### src/tbt_pkg.sv
`timescale 1ns / 1ps

package tbt_pkg;

  localparam int unsigned NumPads     = 3;
  localparam int unsigned ReadingBits = 16;
  localparam int unsigned MarginBits  = 8;
  localparam int unsigned PhaseBits   = 2;
  localparam int unsigned CfgIdxBits  = 2;

  localparam logic [PhaseBits-1:0] PhaseLast = PhaseBits'(2);

  localparam logic [CfgIdxBits-1:0] CfgMargin0 = CfgIdxBits'(0);
  localparam logic [CfgIdxBits-1:0] CfgMargin1 = CfgIdxBits'(1);
  localparam logic [CfgIdxBits-1:0] CfgMargin2 = CfgIdxBits'(2);

  localparam logic [MarginBits-1:0] MarginReset0 = MarginBits'(10);
  localparam logic [MarginBits-1:0] MarginReset1 = MarginBits'(15);
  localparam logic [MarginBits-1:0] MarginReset2 = MarginBits'(15);

  typedef struct packed {
    logic                   kind;
    logic [ReadingBits-1:0] reading_0;
    logic [ReadingBits-1:0] reading_1;
    logic [ReadingBits-1:0] reading_2;
    logic                   second_elapsed;
    logic                   proximity_busy;
  } in_item_t;

  typedef struct packed {
    logic                   touched_0;
    logic                   touched_1;
    logic                   touched_2;
    logic                   key_latched_0;
    logic                   key_latched_1;
    logic                   key_latched_2;
    logic [ReadingBits-1:0] reference_0;
    logic [ReadingBits-1:0] reference_1;
    logic [ReadingBits-1:0] reference_2;
  } out_item_t;

  // per-item control from the merge stage to the lanes
  typedef struct packed {
    logic step;
    logic recal;
  } lane_ctrl_t;

endpackage

### src/tbt_in_if.sv
`timescale 1ns / 1ps

interface tbt_in_if;
  logic             valid;
  logic             ready;
  tbt_pkg::in_item_t data;

  modport source (output valid, output data, input ready);
  modport sink   (input valid, input data, output ready);
endinterface

### src/tbt_out_if.sv
`timescale 1ns / 1ps

interface tbt_out_if;
  logic              valid;
  logic              ready;
  tbt_pkg::out_item_t data;

  modport source (output valid, output data, input ready);
  modport sink   (input valid, input data, output ready);
endinterface

### src/tbt_lane.sv
`timescale 1ns / 1ps

module tbt_lane (
  input  logic                                clk_i,
  input  logic                                rst_ni,
  input  logic                                accept_i,
  input  tbt_pkg::lane_ctrl_t                 ctrl_i,
  input  logic [tbt_pkg::ReadingBits-1:0]     reading_i,
  input  logic [tbt_pkg::MarginBits-1:0]      margin_i,
  output logic                                touch_trk_o,
  output logic [tbt_pkg::ReadingBits-1:0]     reference_o,
  output logic                                touched_o,
  output logic                                key_o
);

  localparam int unsigned RB = tbt_pkg::ReadingBits;
  localparam int unsigned MB = tbt_pkg::MarginBits;

  logic [RB-1:0]        ref_q, ref_d;
  logic                 touched_q, touched_d;
  logic                 key_q, key_d;
  logic [RB-1:0]        ref_trk;
  logic [RB-1:0]        ref_cal;
  logic [RB-1:0]        diff;
  logic [RB-1:0]        margin_ext;
  logic signed [RB:0]   target;
  logic signed [RB:0]   ref_s;
  logic                 touch;

  assign margin_ext = {{(RB-MB){1'b0}}, margin_i};
  assign ref_cal    = reading_i - margin_ext;
  assign diff       = ref_q - reading_i;
  assign target     = $signed({1'b0, reading_i}) - $signed({1'b0, margin_ext});
  assign ref_s      = $signed({1'b0, ref_q});

  always_comb begin
    touch   = 1'b0;
    ref_trk = ref_q;
    if (ref_q > reading_i) begin
      touch = 1'b1;
      if (diff > margin_ext) begin
        ref_trk = ref_q - RB'(1);
      end
    end else if (ctrl_i.step) begin
      if (target > ref_s) begin
        ref_trk = ref_q + RB'(1);
      end else if (target < ref_s) begin
        ref_trk = ref_q - RB'(1);
      end
    end
  end

  always_comb begin
    ref_d     = ref_q;
    touched_d = touched_q;
    key_d     = key_q;
    if (accept_i) begin
      if (ctrl_i.recal) begin
        ref_d     = ref_cal;
        touched_d = 1'b0;
        key_d     = 1'b0;
      end else begin
        ref_d     = ref_trk;
        touched_d = touch;
        key_d     = key_q | touch;
      end
    end
  end

  always_ff @(posedge clk_i or negedge rst_ni) begin
    if (!rst_ni) begin
      ref_q     <= '0;
      touched_q <= 1'b0;
      key_q     <= 1'b0;
    end else begin
      ref_q     <= ref_d;
      touched_q <= touched_d;
      key_q     <= key_d;
    end
  end

  assign touch_trk_o = touch;
  assign reference_o = ref_q;
  assign touched_o   = touched_q;
  assign key_o       = key_q;

endmodule

### src/tbt_merge.sv
`timescale 1ns / 1ps

module tbt_merge (
  input  logic                          clk_i,
  input  logic                          rst_ni,
  input  logic                          accept_i,
  input  logic                          kind_i,
  input  logic                          second_elapsed_i,
  input  logic                          proximity_busy_i,
  input  logic [tbt_pkg::NumPads-1:0]   touch_trk_i,
  output tbt_pkg::lane_ctrl_t           ctrl_o
);

  localparam int unsigned PB = tbt_pkg::PhaseBits;

  logic [PB-1:0] phase_q, phase_d, phase_nxt;

  assign phase_nxt = (phase_q >= tbt_pkg::PhaseLast) ? '0 : phase_q + PB'(1);
  assign phase_d   = (accept_i && !kind_i) ? phase_nxt : phase_q;

  always_ff @(posedge clk_i or negedge rst_ni) begin
    if (!rst_ni) begin
      phase_q <= '0;
    end else begin
      phase_q <= phase_d;
    end
  end

  assign ctrl_o.step  = (phase_nxt == '0);
  assign ctrl_o.recal = kind_i | (second_elapsed_i & ~proximity_busy_i & ~(|touch_trk_i));

endmodule

### src/touch_baseline_tracker_core.sv
`timescale 1ns / 1ps

// Baseline tracker for three capacitive pads.
// in_i carries one item per handshake: kind (sample or calibrate), one
// filtered reading per pad, the one-second tick and the proximity busy flag.
// out_o returns exactly one item per accepted input item: touched and key
// flags and the reference level of each pad, as they stand after the update.
// cfg_we_i/cfg_idx_i/cfg_data_i write the per-pad margins (index 0..2);
// write only while no item is in flight.
// The result is registered and is valid in the cycle after the input is accepted.
// Throughput: one item per cycle while out_o.ready stays high; the three pad lanes update in parallel and
// the merge stage decides recalibration in the same cycle.
// The lane state registers hold the single result while out_o.ready is low;
// in_i.ready drops only while that result waits and is not being taken.
// Reset clears references, flags and the phase counter and loads the
// default margins (10, 15, 15); no result is pending after reset.
module touch_baseline_tracker_core (
  input  logic                                 clk_i,
  input  logic                                 rst_ni,
  tbt_in_if.sink                               in_i,
  tbt_out_if.source                            out_o,
  input  logic                                 cfg_we_i,
  input  logic [tbt_pkg::CfgIdxBits-1:0]       cfg_idx_i,
  input  logic [tbt_pkg::MarginBits-1:0]       cfg_data_i
);

  localparam int unsigned NP = tbt_pkg::NumPads;
  localparam int unsigned RB = tbt_pkg::ReadingBits;
  localparam int unsigned MB = tbt_pkg::MarginBits;

  logic                 accept;
  logic                 out_valid_q, out_valid_d;
  logic [MB-1:0]        margin_q [NP];
  logic [RB-1:0]        reading [NP];
  logic [RB-1:0]        reference [NP];
  logic [NP-1:0]        touch_trk;
  logic [NP-1:0]        touched;
  logic [NP-1:0]        key;
  tbt_pkg::lane_ctrl_t  ctrl;

  assign in_i.ready = !out_valid_q || out_o.ready;
  assign accept     = in_i.valid && in_i.ready;

  assign reading[0] = in_i.data.reading_0;
  assign reading[1] = in_i.data.reading_1;
  assign reading[2] = in_i.data.reading_2;

  always_ff @(posedge clk_i or negedge rst_ni) begin
    if (!rst_ni) begin
      margin_q[0] <= tbt_pkg::MarginReset0;
      margin_q[1] <= tbt_pkg::MarginReset1;
      margin_q[2] <= tbt_pkg::MarginReset2;
    end else if (cfg_we_i) begin
      unique case (cfg_idx_i)
        tbt_pkg::CfgMargin0: margin_q[0] <= cfg_data_i;
        tbt_pkg::CfgMargin1: margin_q[1] <= cfg_data_i;
        tbt_pkg::CfgMargin2: margin_q[2] <= cfg_data_i;
        default: ;
      endcase
    end
  end

  tbt_merge u_merge (
    .clk_i            (clk_i),
    .rst_ni           (rst_ni),
    .accept_i         (accept),
    .kind_i           (in_i.data.kind),
    .second_elapsed_i (in_i.data.second_elapsed),
    .proximity_busy_i (in_i.data.proximity_busy),
    .touch_trk_i      (touch_trk),
    .ctrl_o           (ctrl)
  );

  for (genvar p = 0; p < NP; p++) begin : g_lane
    tbt_lane u_lane (
      .clk_i       (clk_i),
      .rst_ni      (rst_ni),
      .accept_i    (accept),
      .ctrl_i      (ctrl),
      .reading_i   (reading[p]),
      .margin_i    (margin_q[p]),
      .touch_trk_o (touch_trk[p]),
      .reference_o (reference[p]),
      .touched_o   (touched[p]),
      .key_o       (key[p])
    );
  end

  assign out_valid_d = accept || (out_valid_q && !out_o.ready);

  always_ff @(posedge clk_i or negedge rst_ni) begin
    if (!rst_ni) begin
      out_valid_q <= 1'b0;
    end else begin
      out_valid_q <= out_valid_d;
    end
  end

  // lane state registers double as the output payload
  assign out_o.valid              = out_valid_q;
  assign out_o.data.touched_0     = touched[0];
  assign out_o.data.touched_1     = touched[1];
  assign out_o.data.touched_2     = touched[2];
  assign out_o.data.key_latched_0 = key[0];
  assign out_o.data.key_latched_1 = key[1];
  assign out_o.data.key_latched_2 = key[2];
  assign out_o.data.reference_0   = reference[0];
  assign out_o.data.reference_1   = reference[1];
  assign out_o.data.reference_2   = reference[2];

endmodule

### src/flat_wrapper.sv
// flat-port wrapper written by rule: the top's interface ports become plain ports
module touch_baseline_tracker_core_flat 
  (clk_i, rst_ni, cfg_we_i, cfg_idx_i, cfg_data_i, in_i_valid, in_i_data, in_i_ready, out_o_valid, out_o_data, out_o_ready);
  tbt_in_if in_i_i ();
  tbt_out_if out_o_i ();
  input  logic clk_i;
  input  logic rst_ni;
  input  logic cfg_we_i;
  input  logic [tbt_pkg::CfgIdxBits-1:0] cfg_idx_i;
  input  logic [tbt_pkg::MarginBits-1:0] cfg_data_i;
  input wire logic [$bits(in_i_i.valid)-1:0] in_i_valid;
  input wire logic [$bits(in_i_i.data)-1:0] in_i_data;
  output wire logic [$bits(in_i_i.ready)-1:0] in_i_ready;
  output wire logic [$bits(out_o_i.valid)-1:0] out_o_valid;
  output wire logic [$bits(out_o_i.data)-1:0] out_o_data;
  input wire logic [$bits(out_o_i.ready)-1:0] out_o_ready;
  assign in_i_i.valid = in_i_valid;
  assign in_i_i.data = in_i_data;
  assign in_i_ready = in_i_i.ready;
  assign out_o_valid = out_o_i.valid;
  assign out_o_data = out_o_i.data;
  assign out_o_i.ready = out_o_ready;
  touch_baseline_tracker_core u_core (.clk_i(clk_i), .rst_ni(rst_ni), .in_i(in_i_i), .out_o(out_o_i), .cfg_we_i(cfg_we_i), .cfg_idx_i(cfg_idx_i), .cfg_data_i(cfg_data_i));
endmodule
### config.mk
export PLATFORM = sky130hd
export DESIGN_NAME = touch_baseline_tracker_core_flat
export DESIGN_NICKNAME = d
export VERILOG_FILES = /design/src/tbt_pkg.sv /design/src/tbt_in_if.sv /design/src/tbt_out_if.sv /design/src/tbt_lane.sv /design/src/tbt_merge.sv /design/src/touch_baseline_tracker_core.sv /design/src/flat_wrapper.sv
export SDC_FILE = /design/constraint.sdc
export NUM_CORES = 1
export LEC_CHECK = 0
export ABC_AREA = 0
export BUFFER_PORTS_ARGS = -buffer_cell sky130_fd_sc_hd__buf_2
export CAP_MARGIN = 25
export CORE_MARGIN = 2
export CORE_UTILIZATION = 45
export DETAILED_ROUTE_END_ITERATION = 8
export PLACE_DENSITY_LB_ADDON = 0.25
export SYNTH_ARGS = -nofsm -noshare
export SYNTH_HDL_FRONTEND = slang
export SYNTH_SLANG_ARGS = --single-unit
export TNS_END_PERCENT = 1
### constraint.sdc
create_clock -name clk_i -period 4.7 [get_ports clk_i]
set_input_delay 0.235 -clock clk_i [delete_from_list [all_inputs] [get_ports clk_i]]
set_output_delay 0.235 -clock clk_i [all_outputs]
set_load 0.02 [all_outputs]
== Word level (Yosys, flattened, before mapping) ==
Cells that the tools add are included.

* Bits in registers: 81
* Input bits: 66
* Word-level logic and storage cells: 107
* Output and inout port bits: 56

* Add/subtract/negate cells: 16
* Multiplexer cells: 28
* Reductions and logical operators: 23
* Bitwise logic cells: 8
* $lt $le $gt $ge: 13
* Equal/unequal tests: 5

{| class="wikitable"
|+ Operators with widths
! operator !! count
|-
| 2-to-1 mux 16 bit || 18
|-
| greater-than comparator 17 bit || 3
|-
| less-than comparator 17 bit || 3
|-
| subtractor 16 x 8 -> 17 bit || 3
|-
| adder 16 x 1 -> 16 bit (second input constant) || 3
|-
| greater-than comparator 16 bit || 3
|-
| greater-than comparator 16 x 8 -> 1 bit || 3
|-
| subtractor 16 x 1 -> 16 bit (second input constant) || 3
|-
| subtractor 16 bit || 3
|-
| subtractor 16 x 8 -> 16 bit || 3
|-
| AND reduction 4 bit || 3
|-
| nonzero test 4 bit || 3
|-
| 2-to-1 mux 1 bit || 9
|-
| != test 3 x 1 -> 1 bit (second input constant) || 3
|-
| nonzero test 3 bit || 3
|-
| AND reduction 2 bit || 3
|-
| zero test 2 bit || 2
|-
| bitwise OR 1 bit || 4
|-
| logical AND 1 bit || 3
|-
| zero test 1 bit || 3
|-
| OR reduction 3 bit || 1
|-
| adder 2 x 1 -> 2 bit (second input constant) || 1
|-
| AND 1 bit || 2
|-
| equality test 2 x 1 -> 1 bit (second input constant) || 1
|-
| other kinds (5) || 7
|}

== Depth between registers and ports, before layout ==
Gate-level depths: netlist of the first run.

* Depth in word-level cells: 8
* Mapped depth: 24
* Depth with buffers taken out: 22

== Modules after synthesis ==
Synthesis of the first run repeated with hierarchy kept, for this count alone.

* Cells, all modules: 1,464
* Area total of the unflattened synthesis: 11,668.7 µm²

{| class="wikitable"
|+ By module, submodules not included
! module !! times used !! sequential area each (µm²) !! cells an instance !! area an instance (µm²)
|-
| tbt_lane (u_core.g_lane[1].u_lane ...) || 2 || 450.4 || 459 || 3,473.3
|-
| tbt_lane (u_core.g_lane[0].u_lane) || 1 || 450.4 || 481 || 3,646.0
|-
| touch_baseline_tracker_core || 1 || 638.1 || 55 || 968.4
|-
| tbt_merge || 1 || 50.0 || 10 || 107.6
|}

== Worst setup path before layout of the first run ==
Ideal clock, no wire load.

* Kind: flip-flop to flip-flop
* From: register u_core.margin_q[9] (netlist name)
* To: register u_core.g_lane[1].u_lane.ref_q[11]
* Arrival time: 4,540 ps
* Setup time: 126 ps
* Period minus slack after synthesis: 4,666 ps
* Buffers on the path: 1
* Setup slack: 34 ps
* Stages on the path, launching flop included: 21
* Required time: 4,574 ps
* Cell sequence: dfstp_2 -> inv_1 -> ha_1 -> a21o_1 -> a21o_1 -> a21o_1 -> a21oi_1 -> a21oi_1 -> nor4_1 -> xnor2_1 -> ha_1 -> nand3_1 -> or4_1 -> or2_2 -> o211ai_1 -> buf_2 -> nand3_1 -> nor4_1 -> o211ai_1 -> mux2i_1 -> a221o_1

* Cells in the longest elaborated chain, start to end: 6
* Elaborated cells between the ends (all ways): 12
* Classes of those cells: add/sub: 2; order compare: 3; eq/ne: 1; mux: 4; reduce/logical: 2

{| class="wikitable"
|+ RTL lines
! item !! line !! source
|-
| from (decl) || touch_baseline_tracker_core.sv:33 || <nowiki>logic [MB-1:0] margin_q [NP];</nowiki>
|-
| subtractor 16 x 8 -> 17 bit || tbt_lane.sv:33 || <nowiki>assign target = $signed({1'b0, reading_i}) - $signed({1'b0, margin_ext});</nowiki>
|-
| greater-than comparator 17 bit || tbt_lane.sv:45 || <nowiki>if (target > ref_s) begin</nowiki>
|-
| 2-to-1 mux 16 bit || tbt_lane.sv:45 ||
|-
| 2-to-1 mux 16 bit || tbt_lane.sv:44 || <nowiki>end else if (ctrl_i.step) begin</nowiki>
|-
| 2-to-1 mux 16 bit || tbt_lane.sv:39 || <nowiki>if (ref_q > reading_i) begin</nowiki>
|-
| 2-to-1 mux 16 bit || tbt_lane.sv:58 || <nowiki>if (ctrl_i.recal) begin</nowiki>
|-
| to (signal assigned) || tbt_lane.sv:76 || <nowiki>ref_q <= ref_d;</nowiki>
|-
| to (decl) || tbt_lane.sv:19 || <nowiki>logic [RB-1:0] ref_q, ref_d;</nowiki>
|}

Parallel ways exist; a longest one is shown, timed or not. The select of a mux whose other input is x is not followed.
A chain may end at the register's enable or synchronous reset.

== Worst setup path after layout of the first run ==
* From: register u_core.margin_q[9] (netlist name)
* To: register u_core.g_lane[1].u_lane.ref_q[9]

Same word-level chain as after synthesis.

==> out/summary.md, run 1 <==
* **headroom to the max-slew limit** 0.3122
* **final worst path period share** 1.033
* **Async S/R FF share, synth** 1.000
* **leading area contributor after synthesis** ha_1
* **clock root buffer master** clkbuf_16
* **final design instance area without fill** 13120 µm²
* **CP startpoint kind** register
* **number of buffers created by CTS** 9
* **number of I/O port buffers** 121
* **non-filler instance count after layout** 1941
* **total track usage** 0.2700
* **Layout area overhead** 18.90%
* **die width** 160.6 µm
* **DRT Pass-1 Iters** 6
* **starting density of the core** 0.4566
* **Post-synth EDFFs** 0
* **count of distinct cell types in the synthesized netlist** 76
* **actual transition at the worst max-transition pin** 1029 ps
* **vias in the first global route** 10860
* **maximum count of clock buffers along a single path** 2
* **flop2flop setup slack** -150 ps
* **count of unresolved DRC violations after routing** 0
* **smallest setup slack after layout** -153.1 ps
* **final-report setup violation count** 12
* **critical path type** register to register
* **standard cell core area** 24180 µm²
* **worst-case setup slack after placement** -296.0 ps
* **Mapped Cells** 1440
* **CTS tree** done
* **dominant synthesized flop cell** dfrtp_1
* **share of the yosys chip area belonging to registers** 0.1848
* **critical register-to-register path startpoint** u_core.margin_q[9]
* **endpoint arrival time on the critical path** 5090 ps
* **failing checks** negative setup slack
* **type of destination of the critical path** register
* **final antenna-violating net count** 0
* **peak supply drop** 0.0002660 V
* **critical-path maximum fanout** 5
* **layout net count** 1832
* **Data required, critical path** 4940 ps
* **Clock Skews** 7.701 ps
* **maximum number of pins on one net before global-route repair** 57
* **top-level I/O count** 122
* **final global-route overflow total** 0
* **start point of the worst min-delay path** in_i_valid
* **leakage component of the power** 6.234 nW
* **placed cell count** 1914
* **post-layout min period** 4853 ps
* **share of Yosys cell area claimed by the top area cell type** 0.1700
* **area enclosed by the die boundary** 25800 µm²
* **cell depth of the worst flop-to-flop path** 21
* **Mapped Area** 11040 µm²
* **final estimated routing congestion in global placement** 0.9333
* **insertion delay to the later sink of the worst-skew pair** 360 ps
* **dominant cells by area after synthesis** ha_1 (17%), dfrtp_1 (16%), inv_1 (5.1%)
* **Hold/Removal Path Class** primary input to register
* **CP endpoint** u_core.g_lane[1].u_lane.reference_o[9]
* **CP startpoint** u_core.margin_q[9]
* **pwr/cell area** 571.0 nW/µm²
* **result of the run** finished, violations left
* **register bit total from synthesis** 81
* **Final Hold Vio Count** 0
* **highest achievable clock rate** 0.2061 GHz
* **Avg Inst Size Synth** 7.665 µm²
* **total of max-cap violations** 0
* **wire length of the first global-routing pass** 56300 µm
* **number of antenna violations at the first check in global routing** 2
* **total placed instance area** 12450 µm²
* **setup repair after global routing missed its margin** yes
* **r2r endpoint** u_core.g_lane[1].u_lane.reference_o[9]
* **Avg Vias per Cell** 5.996
* **layout cells sized above 1** 0.2000
* **CTS clock-pin slew for the worst setup and hold paths** 70 ps
* **number of cell rows** 57
* **Final Max Slew Viols** 0
* **die height** 160.6 µm
* **H-tree Lvls** 3
* **Synthesized Nets** 1662
* **mean routed wirelength per cell** 18.35 µm
* **post-detail-place hpwl** 28080 µm
* **total of warnings raised by yosys** 0
* **total via count in the routed design** 11640
* **drt total wl** 35630 µm
* **Sink Count** 81
* **initial DRC count** 1151
[routing by layer]
metal  GRT usage  vias up  routed length (µm)
li1            -     5625                   -
met1      0.3717     5459               16330
met2      0.4330      473               15850
met3     0.03332       82                2125
met4      0.1040        0                1319
met5           0        -                   0
[cells in the final DEF (no fill, tap or decap), types with 13 or more instances in the layout]
cell type  synthesis  final
a21o_1            37     37
a21oi_1           84     78
a22o_1            13     13
and3_1            19     17
buf_2             12    120
buf_4              6     86
dfrtp_1           71     71
ha_1             150    150
inv_1            150    150
mux2_2            22     22
mux2i_1           28     28
nand2_1          108    107
nand2b_1          19     19
nand3_1           70     67
nand4_1           40     40
nor2_1           116    112
nor3_1            50     46
nor4_1            24     18
o211ai_1          19     19
o21a_1            21     21
o21ai_0           64     57
o22ai_1           18     17
xnor2_1           48     44
xor2_1            15     15
[critical path: stages (launching register included)]
cell	delay, ps
dfstp_2	530
inv_1	70
ha_1	270
a21o_1	150
a21o_1	210
a21o_1	200
a21oi_4	190
a21oi_4	90
buf_4	180
nor3_4	210
xnor2_2	100
ha_1	290
nand4_1	150
or4_4	460
a21oi_2	130
o31a_1	140
o211ai_1	260
nor4_2	390
buf_4	160
o211ai_1	130
mux2i_1	150
a221o_1	260
[synth_stat cells, types with 5 or more instances]
| library cell | count |
|---|---|
| mux2_2 | 22 |
| nor4_1 | 24 |
| nor2b_1 | 11 |
| and3_1 | 19 |
| a22oi_1 | 5 |
| o21a_1 | 21 |
| nor2_1 | 116 |
| a2bb2oi_1 | 5 |
| a221o_1 | 7 |
| a21oi_1 | 84 |
| a211oi_1 | 16 |
| o31a_1 | 5 |
| nand2b_1 | 19 |
| ha_1 | 150 |
| clkbuf_1 | 33 |
| xor2_1 | 15 |
| a22o_1 | 13 |
| dfrtp_1 | 71 |
| inv_1 | 150 |
| buf_2 | 12 |
| o21ai_1 | 5 |
| nand2_1 | 108 |
| a21boi_0 | 7 |
| a21o_1 | 37 |
| o21ai_0 | 64 |
| or3_1 | 11 |
| o211ai_1 | 19 |
| o21bai_1 | 7 |
| nor3_1 | 50 |
| or4_1 | 10 |
| dfstp_2 | 10 |
| and4_1 | 6 |
| o211a_1 | 7 |
| mux2i_1 | 28 |
| buf_4 | 6 |
| nand3_1 | 70 |
| o31ai_1 | 9 |
| xnor2_1 | 48 |
| a31oi_1 | 11 |
| fa_1 | 6 |
| o22ai_1 | 18 |
| o2111ai_1 | 6 |
| nand4_1 | 40 |
[where the power goes]
part | switching (mW) | internal (mW)
combinational | 3.19 | 2.26
clock | 0.369 | 0.381
sequential | 0.356 | 0.940
total | 3.91 | 3.58
[final cells by class]
type | count | area (µm²)
Fill cell | 2332 | 11050
Clock buffer | 9 | 225.2
Sequential cell | 81 | 2039
Clock inverter | 7 | 76.32
Tap cell | 324 | 405.4
Inverter | 151 | 566.8
Antenna cell | 2 | 5.005
Timing Repair Buffer | 213 | 1341
Multi-Input combinational cell | 1154 | 8464
[stage by stage]
stage          power [mW]  hold slack (ps)  setup TNS [ps]    util
2_1_floorplan       4.901           -60.59               0       -
3_3_place_gp        6.399            197.0           -1063  0.5150
3_5_place_dp        6.476            200.9           -3153  0.5150
4_1_cts             7.305            76.06          -23.97  0.5320
5_1_grt             8.160            101.6           -5496  0.5427
6_report            7.493            83.44           -1075  0.5428
[sequential cells by signal, summed over array words and instances, names as in the netlist]
register,flops
u_core.u_merge.phase_q,2
u_core.out_o.valid,1
u_core.g_lane.u_lane.touched_o,3
u_core.g_lane.u_lane.reference_o,48
u_core.margin_q,24
u_core.g_lane.u_lane.key_o,3
[what timing repair did]
item	4_1_cts	5_1_grt
resized for setup	20	49
setup endpoints to repair	23	45
hold buffers	1	0
hold endpoints to repair	26	0
pin swaps	11	33
buffers inserted	2	5
cloned	0	1
[worst min-delay path by stage]
stage	to	slack, ps	cells after the start
2_1_floorplan	u_core.g_lane[0].u_lane.key_o	-60	0
3_3_place_gp	u_core.g_lane[2].u_lane.reference_o[14]	200	1
3_5_place_dp	u_core.g_lane[2].u_lane.reference_o[14]	200	1
4_1_cts	u_core.out_o.valid	80	2
5_1_grt	u_core.out_o.valid	100	2
6_report	u_core.out_o.valid	80	2
[kinds of logic after synthesis]
logic type,count (synthesis),share of synthesized area
muxes,50,0.04784
DFF,81,0.1848
adders and majority gates,156,0.1809
AOI/OAI and AO/OA,382,0.2366
and+or+nand+nor,503,0.2255
buffers and inverters,205,0.07447
xor gates and xnor gates,63,0.04999
No activity file was read; power rests on OpenSTA's default activity.
==> run 2, diff against run 1 <==
--- a/config.mk
+++ b/config.mk
@@ -8,8 +8,10 @@
 export ABC_AREA = 0
 export BUFFER_PORTS_ARGS = -buffer_cell sky130_fd_sc_hd__buf_2
 export CAP_MARGIN = 25
+export CELL_PAD_IN_SITES_DETAIL_PLACEMENT = 0
+export CELL_PAD_IN_SITES_GLOBAL_PLACEMENT = 2
 export CORE_MARGIN = 2
-export CORE_UTILIZATION = 45
+export CORE_UTILIZATION = 32
 export DETAILED_ROUTE_END_ITERATION = 8
 export PLACE_DENSITY_LB_ADDON = 0.25
 export SYNTH_ARGS = -nofsm -noshare
==> out/summary.md, run 2 (synthesis gave the netlist of run 1 again) <==
* **most frequent cell on the critical path** buf_4
* **critical-path maximum fanout** 3
* **filler cell count** 3621
* **die height** 189.7 µm
* **critical path type** register to register
* **final global-route overflow total** 0
* **failing checks** negative setup slack
* **maximum number of pins on one net before global-route repair** 58
* **pwr/cell area** 569.8 nW/µm²
* **start point of the worst min-delay path** in_i_valid
* **post-route worst hold slack** 89.92 ps
* **insertion delay to the later sink of the worst-skew pair** 360 ps
* **mean routed wirelength per cell** 19.01 µm
* **CP startpoint kind** register
* **Clock Skews** 16.53 ps
* **maximum count of clock buffers along a single path** 2
* **number of antenna violations at the first check in global routing** 1
* **type of destination of the critical path** register
* **Layout area overhead** 22.69%
* **cell depth of the worst flop-to-flop path** 24
* **final estimated routing congestion in global placement** 0.9011
* **layout net count** 1860
* **post-detail-place hpwl** 31870 µm
* **starting density of the core** 0.3219
* **number of flip-flops in the largest register** 48
* **endpoint arrival time on the critical path** 5070 ps
* **Hold/Removal Path Class** primary input to register
* **Sink Count** 81
* **worst-path cell chain** ha_4 > inv_2 > fa_2 > a211oi_2 > o21bai_1 > a21oi_2 > buf_4 > buf_4 > buf_4 > buf_4 > xnor2_1 > ha_1 > nand2_1 > or4_4 > a21oi_2 > o31a_1 > o211ai_1 > buf_4 > buf_6 > nor4_4 > and3_1 > o211ai_1 > mux2i_1 > a221o_1
* **highest achievable clock rate** 0.2073 GHz
* **area enclosed by the die boundary** 36000 µm²
* **total placed instance area** 12780 µm²
* **number of buffers created by CTS** 9
* **Final Hold Vio Count** 0
* **clock root buffer master** clkbuf_16
* **Final Max Slew Viols** 0
* **standard cell core area** 34290 µm²
* **actual transition at the worst max-transition pin** 782.9 ps
* **DRT Pass-1 Iters** 5
* **smallest setup slack after layout** -124.2 ps
* **final-report setup violation count** 2
* **r2r endpoint** u_core.g_lane[1].u_lane.reference_o[11]
* **peak supply drop** 0.0002095 V
* **CP delay by family, top** compound AO/OA/AOI/OAI gates
* **CTS clock-pin slew for the worst setup and hold paths** 80 ps
* **result of the run** finished, violations left
* **layout cells sized above 1** 0.2179
* **Worst path max stage delay** 550 ps
* **wire length of the first global-routing pass** 62650 µm
* **post-layout min period** 4824 ps
* **number of I/O port buffers** 121
* **top-level I/O count** 122
* **total track usage** 0.2216
* **final design instance area without fill** 13540 µm²
* **total via count in the routed design** 11450
* **setup repair after global routing missed its margin** yes
* **total of max-cap violations** 0
* **Total Power Consumption** 7.717 mW
* **non-filler instance count after layout** 2098
* **worst hold path depth** 2
* **Final Util** 0.3950
* **CTS tree** done
* **drt total wl** 39890 µm
* **H-tree Lvls** 3
* **headroom to the max-slew limit** 0.4780
* **highest-count cells in the layout ignoring fill and taps** inv_1 (149), ha_1 (149), buf_2 (120), buf_4 (114), nor2_1 (112)
* **hold worst-path end** u_core.out_o.valid
* **final antenna-violating net count** 0
* **placed cell count** 2066
* **Data required, critical path** 4950 ps
* **area of combinational cells with multiple inputs** 8502 µm²
* **Avg Vias per Cell** 5.459
* **final worst path period share** 1.026
* **worst-case setup slack after placement** -266.3 ps
* **Slowest cell on crit path** dfstp_2
* **leakage component of the power** 6.392 nW
* **buffers plus inverters on the worst setup path** 7
* **flop2flop setup slack** -120 ps
* **count of unresolved DRC violations after routing** 0
* **total negative slack** -163.4 ps
* **final antenna diode count** 0
* **critical register-to-register path startpoint** u_core.margin_q[8]
* **initial DRC count** 742
* **vias in the first global route** 11250
* **die width** 189.7 µm
* **register area** 2039 µm²
* **number of cell rows** 68
## run 2: cell types whose count changed in the layout (fill, tap and decap cells not counted), moves of 3 or more
| cell | before | now |
|---|---|---|
| buf_4 | 86 | 114 |
| a21oi_2 | 4 | 10 |
| a21oi_1 | 78 | 74 |
| inv_8 | 3 | 0 |
## run 2: how the worst max path moves through the flow
stage,startpoint,to,slack [ps],cells past startpoint
CTS,u_core.margin_q[1],u_core.g_lane[2].u_lane.reference_o[11],-40,22
floorplan,u_core.margin_q[9],u_core.g_lane[1].u_lane.reference_o[11],30,20
detailed placement,u_core.margin_q[8],u_core.g_lane[1].u_lane.reference_o[11],-270,20
global route,u_core.margin_q[8],u_core.g_lane[1].u_lane.reference_o[11],-360,23
global placement,u_core.margin_q[8],u_core.g_lane[1].u_lane.reference_o[13],-160,20
finish,u_core.margin_q[8],u_core.g_lane[1].u_lane.reference_o[11],-120,24
## run 2: cell type report
class,count,share of cell area
multi-input cells,1154,0.6278
flip-flops and latches,81,0.1506
repair buffers,241,0.1146
well taps,455,0.04204
inverters,151,0.04185
clock buffers,9,0.01663
clock inverters,7,0.006559
## run 2: routing by layer
| layer | GRT usage | up-vias | part of all wire |
|---|---|---|---|
| met5 | 0 | - | 0.00040 |
| met4 | 0.03816 | 2 | 0.011 |
| met3 | 0.02656 | 30 | 0.035 |
| met2 | 0.3771 | 213 | 0.47 |
| met1 | 0.3046 | 5521 | 0.48 |
| li1 | - | 5686 | - |
## run 2: repair_timing
action                                  in CTS  in global routing
endpoints found under the hold margin       24                  0
cloned                                       1                  0
resized for setup                           27                 50
endpoints found under the setup margin      29                 44
pin swaps                                   22                 32
hold buffers                                 1                  0
buffers inserted                             9                  5
## run 2: report_power, final
part | total (mW) | internal (mW) | switching, mW | leakage [nW]
logic | 5.64 | 2.33 | 3.30 | 5.31
registers | 1.28 | 0.940 | 0.345 | 0.931
clock network | 0.797 | 0.424 | 0.373 | 0.149
total | 7.72 | 3.70 | 4.02 | 6.39
## run 2: worst register-to-register path: stages (launching register included)
cell	delay, ps
dfstp_2	550
ha_4	130
inv_2	40
fa_2	340
a211oi_2	230
o21bai_1	130
a21oi_2	200
buf_4	130
buf_4	100
buf_4	90
buf_4	90
xnor2_1	90
ha_1	300
nand2_1	60
or4_4	550
a21oi_2	110
o31a_1	160
o211ai_1	170
buf_4	200
buf_6	110
nor4_4	250
and3_1	200
o211ai_1	100
mux2i_1	140
a221o_1	260
